[config.mk]
export PLATFORM = sky130hd
export DESIGN_NAME = telnet_iac_stream_parser
export DESIGN_NICKNAME = d
export VERILOG_FILES = /design/src/rtl/tip_pkg.sv /design/src/rtl/tip_classify.sv /design/src/rtl/telnet_iac_stream_parser.sv
export SDC_FILE = /design/constraint.sdc
export NUM_CORES = 1
export LEC_CHECK = 0
export BUFFER_PORTS_ARGS = -buffer_cell sky130_fd_sc_hd__buf_2
export CAP_MARGIN = 20
export CORE_ASPECT_RATIO = 0.8
export CORE_MARGIN = 10
export CORE_UTILIZATION = 32
export CTS_CLUSTER_DIAMETER = 150
export DETAILED_ROUTE_END_ITERATION = 6
export PLACE_DENSITY_LB_ADDON = 0.08
export SYNTH_ARGS = -nofsm -noshare
export SYNTH_HDL_FRONTEND = slang
export SYNTH_HIERARCHICAL = 1
export SYNTH_SLANG_ARGS = --single-unit
[constraint.sdc]
create_clock -name clk -period 2.4 [get_ports clk]
set_input_delay 0.12 -clock clk [delete_from_list [all_inputs] [get_ports clk]]
set_output_delay 0.12 -clock clk [all_outputs]
set_load 0.02 [all_outputs]
[src/rtl/tip_pkg.sv]
// Package for the telnet IAC stream parser: byte codes, parse states, token kinds.
// Holds the payload structs of the top level and the classifier decision struct shared with it.
// No dependencies.
package tip_pkg;

	// Telnet protocol bytes.
	localparam logic [7:0] B_IAC  = 8'd255;
	localparam logic [7:0] B_DONT = 8'd254;
	localparam logic [7:0] B_DO   = 8'd253;
	localparam logic [7:0] B_WONT = 8'd252;
	localparam logic [7:0] B_WILL = 8'd251;
	localparam logic [7:0] B_SB   = 8'd250;
	localparam logic [7:0] B_SE   = 8'd240;
	localparam logic [7:0] B_CR   = 8'd13;
	localparam logic [7:0] B_NUL  = 8'd0;

	// Token kinds.
	localparam logic [2:0] KIND_TEXT    = 3'd0;
	localparam logic [2:0] KIND_CMD     = 3'd1;
	localparam logic [2:0] KIND_SUBBYTE = 3'd2;
	localparam logic [2:0] KIND_SUBEND  = 3'd3;
	localparam logic [2:0] KIND_END     = 3'd4;

	// Per-direction parse state, one-hot.
	typedef enum logic [5:0] {
		ST_NORMAL = 6'b000001,
		ST_CR     = 6'b000010,
		ST_IAC    = 6'b000100,
		ST_OPT    = 6'b001000,
		ST_SUB1   = 6'b010000,
		ST_SUB2   = 6'b100000
	} state_t;

	// One input word.
	typedef struct packed {
		logic [7:0] data_byte;
		logic       direction;
		logic       last_of_chunk;
	} byte_t;

	// One result word.
	typedef struct packed {
		logic       token_valid;
		logic [2:0] token_kind;
		logic [7:0] token_value;
		logic       direction_out;
		logic       chunk_end;
	} tok_t;

	// Classifier decision for one byte.
	typedef struct packed {
		state_t     next_state;
		logic       tok_valid;
		logic [2:0] kind;
		logic [7:0] value;
	} cls_t;

endpackage

[src/rtl/tip_classify.sv]
// Next-state and token function of the telnet parser for one byte.
// Purely combinational; depends on tip_pkg.
module tip_classify (
	input  tip_pkg::state_t   state,
	input  logic [7:0]        data_byte,
	output tip_pkg::cls_t     cls
);

	always_comb begin
		cls.next_state = tip_pkg::ST_NORMAL;
		cls.tok_valid  = 1'b0;
		cls.kind       = tip_pkg::KIND_TEXT;
		cls.value      = 8'd0;
		unique case (state)
			tip_pkg::ST_CR: begin
				if (data_byte == tip_pkg::B_NUL) begin
					cls.next_state = tip_pkg::ST_NORMAL;
				end else if (data_byte == tip_pkg::B_IAC) begin
					cls.next_state = tip_pkg::ST_IAC;
				end else begin
					cls.tok_valid  = 1'b1;
					cls.value      = data_byte;
					cls.next_state = (data_byte == tip_pkg::B_CR) ? tip_pkg::ST_CR
					                                              : tip_pkg::ST_NORMAL;
				end
			end
			tip_pkg::ST_IAC: begin
				cls.tok_valid = 1'b1;
				case (data_byte) inside
					tip_pkg::B_IAC: begin
						cls.kind  = tip_pkg::KIND_TEXT;
						cls.value = data_byte;
					end
					tip_pkg::B_SB: begin
						cls.kind       = tip_pkg::KIND_CMD;
						cls.value      = data_byte;
						cls.next_state = tip_pkg::ST_SUB1;
					end
					tip_pkg::B_DO, tip_pkg::B_DONT, tip_pkg::B_WILL, tip_pkg::B_WONT: begin
						cls.kind       = tip_pkg::KIND_CMD;
						cls.value      = data_byte;
						cls.next_state = tip_pkg::ST_OPT;
					end
					default: begin
						cls.kind = tip_pkg::KIND_END;
					end
				endcase
			end
			tip_pkg::ST_OPT: begin
				cls.tok_valid = 1'b1;
				cls.kind      = tip_pkg::KIND_END;
			end
			tip_pkg::ST_SUB1: begin
				if (data_byte == tip_pkg::B_IAC) begin
					cls.next_state = tip_pkg::ST_SUB2;
				end else begin
					cls.tok_valid  = 1'b1;
					cls.kind       = tip_pkg::KIND_SUBBYTE;
					cls.value      = data_byte;
					cls.next_state = tip_pkg::ST_SUB1;
				end
			end
			tip_pkg::ST_SUB2: begin
				if (data_byte == tip_pkg::B_SE) begin
					cls.tok_valid = 1'b1;
					cls.kind      = tip_pkg::KIND_SUBEND;
				end else begin
					cls.next_state = tip_pkg::ST_SUB1;
				end
			end
			default: begin
				// Normal state, and any code that should never be held.
				if (data_byte == tip_pkg::B_IAC) begin
					cls.next_state = tip_pkg::ST_IAC;
				end else if (data_byte == tip_pkg::B_CR) begin
					cls.next_state = tip_pkg::ST_CR;
				end else begin
					cls.tok_valid = 1'b1;
					cls.value     = data_byte;
				end
			end
		endcase
	end

endmodule

[src/rtl/telnet_iac_stream_parser.sv]
// Top level of the telnet IAC stream parser: input register, per-direction state, result register.
// Depends on tip_pkg and tip_classify.

// The parser takes one byte per cycle on the byte channel while the tok channel does not
// stall, and returns exactly one word per byte on the tok channel, through the input
// register and the result register. Each word tells whether the byte produced a token
// (text, command, subnegotiation byte, subnegotiation end or end marker) and carries the
// byte's direction and chunk-end flag. The client and server streams keep separate parse
// states, so the two directions may be interleaved freely, byte by byte. The sustained rate
// is one byte per clock while tok_ready holds; it is set by the single next-state function
// that reads and writes the state of the byte's direction in the cycle the byte moves from
// the input register to the result register. A new byte is taken while a finished word waits
// in the result register if the input register is empty; the parse state persists across chunks.
module telnet_iac_stream_parser (
	input  logic           clk,
	input  logic           arst_n,
	input  logic           byte_valid,
	output logic           byte_ready,
	input  tip_pkg::byte_t byte_item,
	output logic           tok_valid,
	input  logic           tok_ready,
	output tip_pkg::tok_t  tok
);

	logic            valid_s1;
	tip_pkg::byte_t  item_s1;
	logic            valid_s2;
	tip_pkg::tok_t   tok_s2;
	tip_pkg::state_t state_q [2];

	logic            s2_free;
	logic            advance;
	tip_pkg::cls_t   cls;
	tip_pkg::tok_t   tok_next;

	// The result register can load when it is empty or its word leaves this cycle.
	assign s2_free    = !valid_s2 || tok_ready;
	assign advance    = valid_s1 && s2_free;
	assign byte_ready = !valid_s1 || s2_free;

	tip_classify u_classify (
		.state     (state_q[item_s1.direction]),
		.data_byte (item_s1.data_byte),
		.cls       (cls)
	);

	always_comb begin
		tok_next.token_valid   = cls.tok_valid;
		tok_next.token_kind    = cls.kind;
		tok_next.token_value   = cls.value;
		tok_next.direction_out = item_s1.direction;
		tok_next.chunk_end     = item_s1.last_of_chunk;
	end

	always_ff @(posedge clk or negedge arst_n) begin
		if (!arst_n) begin
			valid_s1   <= 1'b0;
			valid_s2   <= 1'b0;
			state_q[0] <= tip_pkg::ST_NORMAL;
			state_q[1] <= tip_pkg::ST_NORMAL;
		end else begin
			if (byte_ready) begin
				valid_s1 <= byte_valid;
			end
			if (s2_free) begin
				valid_s2 <= valid_s1;
			end
			// The state of a direction changes only as its byte is committed.
			if (advance) begin
				state_q[item_s1.direction] <= cls.next_state;
			end
		end
	end

	// Payload registers carry no reset.
	always_ff @(posedge clk) begin
		if (byte_valid && byte_ready) begin
			item_s1 <= byte_item;
		end
		if (advance) begin
			tok_s2 <= tok_next;
		end
	end

	assign tok_valid = valid_s2;
	assign tok       = tok_s2;

	// Marker tokens never carry a value.
	a_marker_value_zero: assert property (@(posedge clk) disable iff (!arst_n)
		(tok_valid && tok.token_valid &&
		 (tok.token_kind == tip_pkg::KIND_SUBEND || tok.token_kind == tip_pkg::KIND_END))
		|-> (tok.token_value == 8'd0))
		else $error("marker token carries a nonzero value");

	// A word without a token has kind and value cleared.
	a_empty_word_clear: assert property (@(posedge clk) disable iff (!arst_n)
		(tok_valid && !tok.token_valid)
		|-> (tok.token_kind == tip_pkg::KIND_TEXT && tok.token_value == 8'd0))
		else $error("word without token has stale kind or value");

	// A byte held in the input register stays put until it moves on.
	a_s1_holds: assert property (@(posedge clk) disable iff (!arst_n)
		(valid_s1 && !s2_free) |=> (valid_s1 && $stable(item_s1)))
		else $error("input register lost or changed a stalled byte");

	// A finished subnegotiation on direction 0 always returns that direction to the normal state.
	a_subend_to_normal: assert property (@(posedge clk) disable iff (!arst_n)
		(advance && cls.tok_valid && cls.kind == tip_pkg::KIND_SUBEND &&
		 !item_s1.direction) |=> (state_q[0] == tip_pkg::ST_NORMAL))
		else $error("subnegotiation end did not restore the normal state");

endmodule
======== Word level (Yosys, flattened, before mapping) ========
Cells that the tools add are included.
storage, ports and cells
  register bits after elaboration ......... 38
  input bits .............................. 14
cells by class
  $lt $le $gt $ge ......................... 2
  equality and inequality tests ........... 13
  muxes and demuxes ....................... 34
  bitwise gates (word level) .............. 1
  reduce and logical (&&, ||, !) cells .... 11
operators with widths
  cell                  number
  $eq A8 B8 Y1 const B  7
  $mux W8               7
  $mux W6               9
  $pmux W8 S4           1
  $pmux W6 S5           1
  $bwmux W12            1
  $mux W12              1
  $pmux W3 S4           1
  $mux W3               3
  $eq A8 B4 Y1 const B  1
  $logic_not A8 Y1      1
  $mux W4               2
  $demux W6 S1          1
  $eq A6 B2 Y1 const B  1
  $eq A6 B3 Y1 const B  1
  $eq A6 B4 Y1 const B  1
  $eq A6 B5 Y1 const B  1
  $eq A6 B6 Y1 const B  1
  $mux W5               1
  $mux W1               4
  $pmux W1 S4           1
  $reduce_or A2 Y1      2
  $reduce_or A4 Y1      1
  $logic_and A1 B1 Y1   3
  6 further kinds       8

======== Longest topological paths before layout ========
Gate-level depths: netlist of the first run.
  depth in word-level cells ............... 7
  mapped depth ............................ 8
  depth with buffers taken out ............ 7

======== Hierarchy ========
Netlist of the first run, hierarchy kept.
by module, submodules not included
  module                    times used  cells an instance  area an instance (sq um)
  telnet_iac_stream_parser  1           67                 1403.8
  tip_classify              1           77                 471.7

======== Worst setup path before layout of the first run ========
Ideal clock, no wire load.
  kind .................................... reg-to-reg
  from .................................... register item_s1[1] (netlist name)
  to ...................................... register state_q[6] (netlist name)
  data arrival time ....................... 2.165 ns
  data required time ...................... 2.318 ns
  slack ................................... 0.153 ns
  cell stages (with the launch flop) ...... 9
  path buffers ............................ 1
  period minus slack after synthesis ...... 2.247 ns
  path through ............................ edfxtp_1 buf_4 mux2_2 nor3_1 and2_1 nand3b_1 o22ai_1 a221o_2 mux2_2
RTL lines
  element                          line                            RTL
  from (decl)                      telnet_iac_stream_parser.sv:26  tip_pkg::byte_t item_s1;
  from (signal assigned)           telnet_iac_stream_parser.sv:78  item_s1 <= byte_item;
  to (signal, indexed assignment)  telnet_iac_stream_parser.sv:70  state_q[item_s1.direction] <= cls.next_state;
  to (decl)                        telnet_iac_stream_parser.sv:29  tip_pkg::state_t state_q [2];

==> results of run 1 <==
## worst max-delay path by stage
| stage | cells past startpoint | endpoint | slack, ns | startpoint |
|---|---|---|---|---|
| after floorplan | 8 | state_q[6] | 0.15 | item_s1[1] |
| after global placement | 7 | state_q[6] | 0.13 | item_s1[1] |
| after detailed placement | 7 | tok[6] | 0.07 | item_s1[1] |
| after CTS | 7 | tok[6] | 0.06 | item_s1[1] |
| after global routing | 8 | tok[6] | 0.008 | item_s1[1] |
| final | 8 | tok[6] | 0.17 | item_s1[1] |
## repair_timing
item / in CTS / in global routing
hold buffers: 3 / 1
endpoints found under the setup margin: 0 / 10
resized for setup: 0 / 8
endpoints found under the hold margin: 14 / 1
setup buffers: 0 / 1
## final cells by class
class	count	area, µm²
multi-input combinational	99	797.0
sequential	38	1074
timing repair buffer	42	252.7
fill	522	3241
clock buffer	8	90.09
tap	78	97.59
inverter	1	3.754
## flip-flops by register name, indices dropped and copies added, names as in the netlist
name and flops:
tok 14, state_q 12, item_s1 10, tok_valid 1
valid_s1 1
## power groups by stage
stage | clock [µW] | sequential, µW | combinational (µW)
after floorplan | 0 | 783 | 66.8
after global placement | 0 | 762 | 138
after detailed placement | 0 | 763 | 142
after CTS | 455 | 749 | 146
after global routing | 479 | 749 | 163
final | 442 | 746 | 148
## layer usage
metal  share of wire  GRT usage  up-vias
met5               0          0        -
met4          0.0088    0.02577        0
met3           0.065    0.03268        5
met2            0.44     0.1309       43
met1            0.49     0.1137      598
li1                -          -      624
## logic make-up after synthesis
kind of cell,count (synthesis),synth area share
buf+inv,7,0.02068
compound gates,19,0.08139
simple gates,60,0.1961
xor+xnor,2,0.009341
flops,38,0.5724
mux,18,0.1201
## placed cells by master (no fill, tap or decap), types with 4 or more instances in the layout
cell	count
dlygate4sd3_1	4
clkbuf_8	6
buf_4	9
edfxtp_1	24
nor2_1	9
mux2_4	11
nand3_1	11
nand2b_1	5
nand2_1	7
dfrtp_1	12
and2_1	7
buf_2	29
mux2_2	7
## critical path: cells and delay by family (launching register included)
family                 cells  cell delay [ns]
AOI/OAI and AO/OA          1             0.16
buffers and inverters      2             0.33
DFF                        1             0.36
muxes                      1             0.33
and+or+nand+nor            4             0.81
## stage by stage
stage | std cells | cell area (µm²) | util
2_1_floorplan | 144 | 1876 | -
3_3_place_gp | 253 | 2143 | 0.3858
3_5_place_dp | 253 | 2143 | 0.3858
4_1_cts | 264 | 2263 | 0.4074
5_1_grt | 266 | 2315 | 0.4167
6_report | 266 | 2315 | 0.4167
==> run summary, run 1 <==
The run finished with clean final reports. The synthesized instance count is 144. The area growth from synthesis to layout is 23.42%.

The sequential cell fraction of total power came out at 0.558. In this design, the stage delay of the slowest critical-path cell is between 0.3 and 0.4 ns. The detailed-routing iteration count for the pre-antenna-repair pass came out at 4. The ratio of final minimum period to clock period came out at 0.9286. The total routed wirelength is 3990 µm. The flip-flop cell with the highest count after synthesis is edfxtp_1. The post-layout minimum cycle time is 2.229 ns. Ranked by instance count, the synthesized netlist is headed by edfxtp_1, dfrtp_1, mux2_2. In this run the cell area of the synthesized design comes to 0.001876 mm².

The number of DRC markers in iteration 0 came out at 59. The worst register-to-register path has a setup slack of 0.17 ns. The wire length of the first global-routing pass came out at about 6400 µm.

The class of the most critical setup path is flip-flop to flip-flop. The total power draw came out at between 1000 and 1500 µW. The number of library cell types mapped by synthesis is 46.

Of the synthesized area, sequential elements account for 0.5724. The clock skew is 0.004437 ns. The total internal power came out at slightly above 1000 µW. The via count normalized by instance count came out at 4.774. VDD sags by at most 0.3074 mV. Setup repair after global routing left no endpoint under its margin. The net count reported at finish came out at 201. The largest net degree at the start of global routing is 15. For hold timing, the worst endpoint is item_s1[2]. The startpoint identified for the worst hold timing path is byte_item[2]. The number of antenna violations at the first check in global routing came out at 0. Walking the worst path, the cells encountered are buf_4 > mux2_4 > nor3b_2 > and2_1 > nand3b_1 > buf_4 > o2111ai_2 > and2_2.

The tree is rooted in a clkbuf_8. The clock-pin slew of the registers on the worst-case setup and hold paths is ~0.070 ns. The instance count along the most critical hold path came out at 1. In this run the critical register-to-register path is captured at tok[6]. The via count of the first global-routing pass came out at 1240. The clock tree synthesis step divided the H-tree into 2 levels.

The die outline width came out at 105.6 µm. The largest total area in the synthesized netlist belongs to edfxtp_1. The total power density per cell area is 577.6 mW/mm². The net switching power of the design is 307.9 µW. From bottom edge to top edge, the die measures between 80 and 90 µm. The proportion of synthesized flip-flops having asynchronous set or reset came out at 0.3684. Along the worst path, the maximum fanout reaches 7.

The signal arrival time at the worst endpoint came out at 2.27 ns. The CTS buffer count came out at 5. STA classifies the critical path endpoint as a flip-flop. The final-layout worst hold slack came out at slightly above 0.01 ns. The total I/O pin count came out at 30. After detailed routing, the number of remaining DRC violations is 0. The share of total power in the clock network is 0.331. Timing analysis after detailed placement gives a worst setup slack of 0.06672 ns. The clock latency reported for the late side of the worst-skew pair came out at 0.28 ns. The synthesized design contains 24 enable-type register cells. The path class of the tightest hold or removal check is input pin to flip-flop.

The dominant cell by count in the synthesized netlist is edfxtp_1. The measured slew at the worst slew-check pin came out at 0.6449 ns. The worst relative slew slack is 0.5701.

The longest clock path from root to sink contains 2 buffers. The detailed-route wire length per cell is 15.00 µm. Synthesis produced a netlist with a net count of between 150 and 200. The total of endpoints with negative setup slack in the final report is 0. The most prevalent standard cell on the critical path is buf_4.

The global-route usage over all layers came out at 0.08676. During synthesis, Yosys emitted a total of 6 warnings. The average size of a mapped cell is 13.02 µm². The antenna diode instance count came out at 0. For this design, the slowest cell found on the critical path is edfxtp_1. STA puts the critical path data required time at between 2 and 2.5 ns. In the post-synthesis netlist, the biggest area contributors are edfxtp_1, dfrtp_1, mux2_2. The share of total power in combinational logic is 0.111. The number of register bits inferred by synthesis is 38. The quantity of I/O buffers inserted on ports came out at 29. Across the run, the number of max-cap violations was 0. The core region area came out at 0.005555 mm². The count of final max-slew check failures is 0.

Of the post-synthesis cell area, the dominant cell type holds 0.3843. The leakage dissipation is 0.0009350 µW. Once routing completed, OpenROAD measured the worst setup slack at 0.1715 ns. The remaining global-route overflow came out at 0. The number of placement rows came out at 24.

The area of the die is 0.009343 mm². In the final layout, the share of cells above drive strength 1 is 0.4149. The antenna violation net count after detailed routing came out at 0. The aggregate negative setup slack came out at 0 ns. STA classifies the critical path startpoint as a flip-flop. The timing-limited maximum frequency came out at 0.4487 GHz. Of the total power, the share spent switching nets is 0.2303. The detailed-route via count came out at 1270. The launching point of the worst reg2reg path is item_s1[1]. CTS saw 38 sinks. The final weighted congestion in routability-driven placement is around 0.84. The hold violation count in the final report came out at 0. The initial cell density of the core is 0.3376. Detailed placement finished with a half-perimeter wire length of 3065 µm. The TritonCTS clock tree is yes. The worst reg-to-reg path cell count came out at 8.
(Power assumes the default switching activity.)
==> run 2, diff against run 1 <==
--- a/config.mk
+++ b/config.mk
@@ -6,13 +6,13 @@
 export NUM_CORES = 1
 export LEC_CHECK = 0
 export BUFFER_PORTS_ARGS = -buffer_cell sky130_fd_sc_hd__buf_2
-export CAP_MARGIN = 20
+export CAP_MARGIN = 15
 export CORE_ASPECT_RATIO = 0.8
 export CORE_MARGIN = 10
 export CORE_UTILIZATION = 32
 export CTS_CLUSTER_DIAMETER = 150
 export DETAILED_ROUTE_END_ITERATION = 6
-export PLACE_DENSITY_LB_ADDON = 0.08
+export PLACE_DENSITY_LB_ADDON = 0.3
 export SYNTH_ARGS = -nofsm -noshare
 export SYNTH_HDL_FRONTEND = slang
 export SYNTH_HIERARCHICAL = 1
==> run 2 against run 1 <==
  * Global-route usage decreased by 0.76 points
  * Utilization decreased by 0.29 points
  * Sequential cell count stayed put
  * Highest routed layer unchanged
  * Sequential share of layout area grew 0.33 points
  * Combinational power decreased by 4%
  * Via count down 0.87%
  * Critical path depth unchanged
  * Count of clock-buffer cells in the layout is the same
  * Cell area shrank 0.70%
  * Fmax grew 0.74%
==> run summary, run 2 (synthesized netlist as in run 1, its figures left out) <==
The number of antenna violations at the first check in global routing was 0. The highest net fanout along the worst path came out at 7. The via count of the first global-routing pass came out at ~1200. VDD sags by at most ~0.32 mV. At the pin with the least slew margin, the transition time is roughly 0.65 ns. The area growth from synthesis to layout is 22.55%.

The first TritonRoute pass finished after 4 iterations. The root buffer cell is clkbuf_8. STA classifies the critical path startpoint as a flip-flop. The clock latency reported for the late side of the worst-skew pair came out at 0.28 ns. The total of endpoints with negative setup slack in the final report came out at 0. The number of antenna diodes in the final layout is 0. The tightest min-delay check is of the input pin to flip-flop type. The global-route usage over all layers is 0.07914. The clock passes through at most 2 buffers. The met3 track utilization from global routing came out at 0.02687. The TritonCTS clock tree is yes.

The hold violation count in the final report is 0. After global routing the overflow that remains totals 0. The via count normalized by instance count is 4.733.

The global routing stage identified its most utilized layer as met1. The final weighted congestion in routability-driven placement came out at 0.9280. The number of DRC markers in iteration 0 came out at 110. The total routed wirelength is between 3000 and 4000 µm. In the final timing run, aggregate negative setup slack is 0 ns. The total of max-cap violations came out at 0. The floorplan step set the die height to 88.48 µm. Leaving out fill and tap cells, the most frequent cell in the layout is buf_2. The post-layout minimum cycle time came out at 2.212 ns. The net count of the finished layout is roughly 200. The initial cell density of the core came out at 0.3376. Setup repair after global routing left no endpoint under its margin. STA classifies the critical path endpoint as a flip-flop. The number of sinks on the clock net is 38. Input and output buffers added on the ports amount to 29. The number of flip-flops under the largest register name is 14. The number of placement rows is 24. The half-perimeter wire length of the detailed placement result came out at around 2800 µm. The post-placement cell area is 0.002151 mm². The total power draw is 1303 µW.

The clock-pin slew of the registers on the worst-case setup and hold paths came out at 0.07 ns. In the final routed layout, each cell accounts on average for 14.14 µm. The core region is roughly 0.0056 mm². The die outline width is about 110 µm.

At the worst endpoint, the arrival time is 2.26 ns. The top cell types in the final layout, fill and taps aside, are buf_2, edfxtp_1, buf_4, dfrtp_1, nand3_1. 30 I/O pins were placed. In this run the most critical hold path is launched from byte_item[1]. In this run the critical register-to-register path is launched from item_s1[1]. The summed area of non-filler cells in the final layout is approximately 0.0023 mm². The clock skew came out at 0.004470 ns. The count of final max-slew check failures came out at 0.

For met2 alone, demand over resource in global routing was 0.1072. The worst relative slew slack is 0.5667. The timing-limited maximum frequency came out at 0.4520 GHz. For met1 alone, demand over resource in global routing was 0.1140. The CTS buffer count is 5. The floorplan step defined a die boundary enclosing a little over 0.009 mm².

Detailed routing inserted a total of 1259 vias. The first global-routing pass estimated 5954 µm of wire. Dividing total power by cell area gives a power density of 566.7 mW/mm².

The ratio of final minimum period to clock period is 0.9217. The residual DRC count is 0. The required time at the worst-slack endpoint is approximately 2.4 ns. The ratio of cells with drive above 1 in the final layout is 0.4309. For this run, the share of the core covered by cells in the final layout is 0.4137. The antenna violation net count after detailed routing is 0. Entering global routing, the biggest net connects 15 pins.

The number of H-tree levels came out at 2. The leakage dissipation is between 0.0009 and 0.001 µW. The flow ran to the end, and the final reports show no timing, DRC or antenna violations. The class of the most critical setup path is flip-flop to flip-flop.

The critical path starts at item_s1[1].
==> run 2: where the power goes <==
| group | switching, µW | total (µW) | internal (µW) |
|---|---|---|---|
| Clock | 207 | 413 | 206 |
| Sequential | 12.0 | 747 | 735 |
| Combinational | 86.0 | 142 | 56.4 |
==> run 2: final timing paths <==
path                                    to  slack (ns)  depth (start not counted)
worst max-delay path                tok[6]        0.19                          8
worst min-delay path            item_s1[1]       0.008                          1
worst max register to register      tok[6]        0.19                          8
worst min register to register      tok[0]        0.43                          0
max in group asynchronous       state_q[6]        1.83                          2
min in group asynchronous       state_q[2]        0.28                          2
==> run 2: area by class of cell <==
class	count	area [µm²]
flip-flops and latches	38	1074
well taps	78	97.59
clock buffers	8	80.08
multi-input cells	99	798.3
inverters	1	3.754
repair buffers	42	245.2
fillers	539	3257
==> run 2: worst max-delay path, stage by stage (launching register included) <==
cell	delay (ns)
edfxtp_1	0.36
buf_4	0.18
mux2_4	0.35
nor3_2	0.20
and2_1	0.17
nand3b_1	0.18
buf_4	0.14
o2111ai_2	0.17
and2_2	0.23
==> run 2: timing repair <==
item / in CTS / in global routing
hold endpoints to repair: 12 / 0
resized for setup: 0 / 8
endpoints found under the setup margin: 0 / 16
hold buffers: 1 / 0
setup buffers: 0 / 3
==> run 2: per-layer routing <==
layer  part of all wire  wire, µm
met4             0.0077        29
met3              0.062       235
met5                  0         0
met1               0.53      1979
met2               0.40      1516
==> run 2: through the flow <==
stage | std cells | setup slack [ns] | hold WS (ns)
after floorplan | 144 | 0.1527 | -0.1756
after global placement | 254 | 0.1120 | 0.03555
after detailed placement | 254 | 0.05595 | 0.03899
after CTS | 263 | 0.03502 | 0.0003341
after global routing | 266 | 0.09597 | 0.001134
final | 266 | 0.1878 | 0.007850
==> run 3, diff against run 2 <==
--- a/config.mk
+++ b/config.mk
@@ -5,15 +5,14 @@
 export SDC_FILE = /design/constraint.sdc
 export NUM_CORES = 1
 export LEC_CHECK = 0
-export BUFFER_PORTS_ARGS = -buffer_cell sky130_fd_sc_hd__buf_2
 export CAP_MARGIN = 15
 export CORE_ASPECT_RATIO = 0.8
 export CORE_MARGIN = 10
 export CORE_UTILIZATION = 32
 export CTS_CLUSTER_DIAMETER = 150
 export DETAILED_ROUTE_END_ITERATION = 6
+export DONT_BUFFER_PORTS = 1
 export PLACE_DENSITY_LB_ADDON = 0.3
 export SYNTH_ARGS = -nofsm -noshare
 export SYNTH_HDL_FRONTEND = slang
-export SYNTH_HIERARCHICAL = 1
 export SYNTH_SLANG_ARGS = --single-unit
==> run 3 against run 2 <==
  * Count of clock-buffer cells in the layout stayed put
  * Critical endpoint is now tok[7]
  * Clock power is 26% higher
  * Highest routed layer unchanged
  * Largest power group unchanged
  * Synthesized cell count is 4.2% higher
  * Setup slack worse by 0.063 ns
==> run summary, run 3 <==
The final core utilization is 0.4119. The dominant cell by count in the synthesized netlist is edfxtp_1. Of the total synthesized cell area, the portion taken by full adders, half adders and majority gates is 0. The total I/O pin count is 30. The critical path buffer and inverter count is 1. The share of total power in combinational logic is 0.072. The worst relative slew slack is 0.5610. The ratio of final minimum period to clock period is 0.9478.

The proportion of synthesized flip-flops having asynchronous set or reset came out at 0.3684. The fraction of the mapped netlist area in compound gates is 0.1131. By area, the combinational part of the netlist is dominated by simple AND/OR/NAND/NOR gates. The core region is 0.005555 mm². The residual DRC count came out at 0. The share of total power dissipated in the clock network is 0.373. Counting flops and latches in the post-synthesis netlist gives 38. The clock latency reported for the late side of the worst-skew pair came out at 0.30 ns.

The total power draw came out at 1397 µW. In the final layout, the share of cells above drive strength 1 is 0.2253. The number of library cell types mapped by synthesis is 45. The net count reported at finish came out at 195. By area the synthesized netlist is led by edfxtp_1, dfrtp_1, mux2_2.

The quantity of I/O buffers inserted on ports came out at 0. The number of antenna diodes in the final layout is 0. For this run the aggregate overflow at the end of global routing stands at 0. CTS placed an instance of clkbuf_8 at the clock tree root. In the layout the commonest cells are edfxtp_1, nand2_1, buf_4, dlygate4sd3_1, dfrtp_1. After technology mapping, the gate count stands at 150. The mapped netlist covers 0.001869 mm². In this run the static leakage power is 0.0008649 µW. The HPWL after detailed placement is about 3200 µm. From left edge to right edge, the die measures 105.5 µm. The number of flip-flops under the largest register name is 14.

In this run the worst hold path is classified as input pin to flip-flop. The timing-limited maximum frequency is between 0.4 and 0.5 GHz. The critical path is of the flip-flop to flip-flop type. The count of nets left with antenna violations once routing finished came out at 0. The global-route usage over all layers is 0.09279. The number of antenna violations at the first check in global routing is 0. The via count of the first global-routing pass is 1288. The share of total power dissipated in sequential elements is 0.555. The detailed-route wire length per cell is between 15 and 20 µm.

In the routed layout, each cell is associated on average with a via count of 5.142. The number of nets produced by synthesis is 164. The final weighted congestion in routability-driven placement is 1.004. For this run, the leading register cell type out of synthesis is edfxtp_1.

The analysis attributes to net switching a power of 321.1 µW. The count of final max-slew check failures came out at 0. The detailed-routing iteration count for the pre-antenna-repair pass came out at 4. The most common cell after layout, fill and taps aside is edfxtp_1. The clock tree buffer depth came out at 2. Measured against the total synthesized area, the mux share comes to 0.07028.

The area of the die came out at about 0.0093 mm². The detailed-route via count is ~1300. The wire length of the first global-routing pass is 6713 µm. The total power density per cell area is 610.6 mW/mm². STA classifies the critical path startpoint as a flip-flop. The signal arrival time at the worst endpoint came out at 2.33 ns. The largest total area in the synthesized netlist belongs to edfxtp_1. In this design, the largest share of critical-path delay is due to simple AND/OR/NAND/NOR gates. The hold violation count in the final report came to 0. The signal on the critical path passes through buf_4 > or3_4 > a222oi_1 > a221o_1 > nand3_2 > and3_1. The endpoint type of the worst setup path is a flip-flop. The H-tree generated during clock tree synthesis spans 2 levels. The simple logic cell fraction of the synthesized area is 0.2021. The highest net fanout along the worst path came out at 8. The run finished with clean final reports. The worst-case IR drop observed on VDD is 0.2841 mV. The total routed wirelength came out at roughly 4300 µm. Among all stages on the critical path, the largest delay is contributed by a222oi_1. The delay contributed by the slowest stage of the critical path is 0.44 ns. The post-cts sizing count is 0. The required time at the worst-slack endpoint came out at 2.45 ns. Clock-pin slew was measured on the worst setup and hold paths at 0.08 ns. The routed design could run at a clock period as short as 2.275 ns. For this configuration, the core starts out at a cell density of 0.3365. The total of max-cap violations came out at 0. The number of sinks on the clock net is 38.

The share of the synthesized area in the top cell type came out at 0.3855. The clock skew came out at approximately 0.007 ns. The total of endpoints with negative setup slack in the final report came out at 0. For this run, the number of Yosys warnings is 0. The measured slew at the worst slew-check pin came out at approximately 0.66 ns. Of the total power, the share spent switching nets is 0.2298. The share of the Yosys chip area taken by registers is 0.5743. The die outline height is 88.36 µm.

The largest net degree at the start of global routing came out at 16. The post-placement cell area is ~0.0020 mm². TritonCTS built the clock tree. Of the total synthesized cell area, the portion taken by XOR and XNOR cells is 0.02343. The number of DRC markers in iteration 0 is 150.

The commonest cells after synthesis are edfxtp_1, nand2_1, dfrtp_1. In this run, CTS created clock tree buffers numbering 5. The number of placement rows is 24.

The total internal power came out at 1076 µW. The number of enable flip-flop cells after synthesis came out at 24. After routing the design area is between 0.002 and 0.0025 mm².

The average size of a mapped cell came out at 12.46 µm². The area growth from synthesis to layout is 22.42%.
## run 3: path summary, 6_finish.rpt
path / startpoint / endpoint / slack [ns] / depth (start not counted)
setup reg to reg: item_s1[1] / tok[7] / 0.13 / 6
min in group asynchronous: arst_n / state_q[5] / 0.29 / 1
hold / removal: tok_ready / tok_valid / 0.06 / 2
hold reg to reg: item_s1[0] / tok[0] / 0.43 / 0
max in group asynchronous: arst_n / tok_valid / 1.69 / 1
setup / recovery: item_s1[1] / tok[7] / 0.13 / 6
## run 3: final cells by class
type                            count  area, µm²
Tap cell                           78      97.59
Timing Repair Buffer               27      230.2
Inverter                            3      11.26
Fill cell                         524       3267
Multi-Input combinational cell    106      764.5
Clock buffer                        8      111.4
Sequential cell                    38       1074
## run 3: kinds of logic after synthesis
logic type	Yosys count
AND/OR/NAND/NOR	61
flip-flops	38
AO/OA/AOI/OAI	28
multiplexers	12
buffers and inverters	6
XOR/XNOR	5
## run 3: power by group through the flow
stage               logic (µW)  clock network, µW  registers [µW]
global placement          72.7                  0             792
floorplan                 54.0                  0             786
detailed placement        74.2                  0             793
global route               111                567             780
finish                     101                521             775
CTS                       94.9                535             779
## run 3: per-layer routing
| layer | track usage | share of wire |
|---|---|---|
| met1 | 0.1215 | 0.47 |
| met3 | 0.04067 | 0.085 |
| met5 | 0 | 0 |
| met2 | 0.1309 | 0.43 |
| met4 | 0.03731 | 0.014 |
## run 3: repair_timing
| item | CTS | global route |
|---|---|---|
| hold buffers | 12 | 0 |
| hold endpoints to repair | 25 | 0 |
| setup buffers | 0 | 3 |
| endpoints found under the setup margin | 0 | 17 |
## run 3: through the flow
step,cells,hold slack [ns],TNS (ns),setup WS [ns]
after global placement,237,-0.1747,0,0.1533
after global routing,260,0.07787,-0.08100,-0.01968
final,260,0.05888,0,0.1253
after detailed placement,237,-0.1747,0,0.09185
after floorplan,150,-0.1756,0,0.2429
after CTS,257,0.05219,0,0.06924
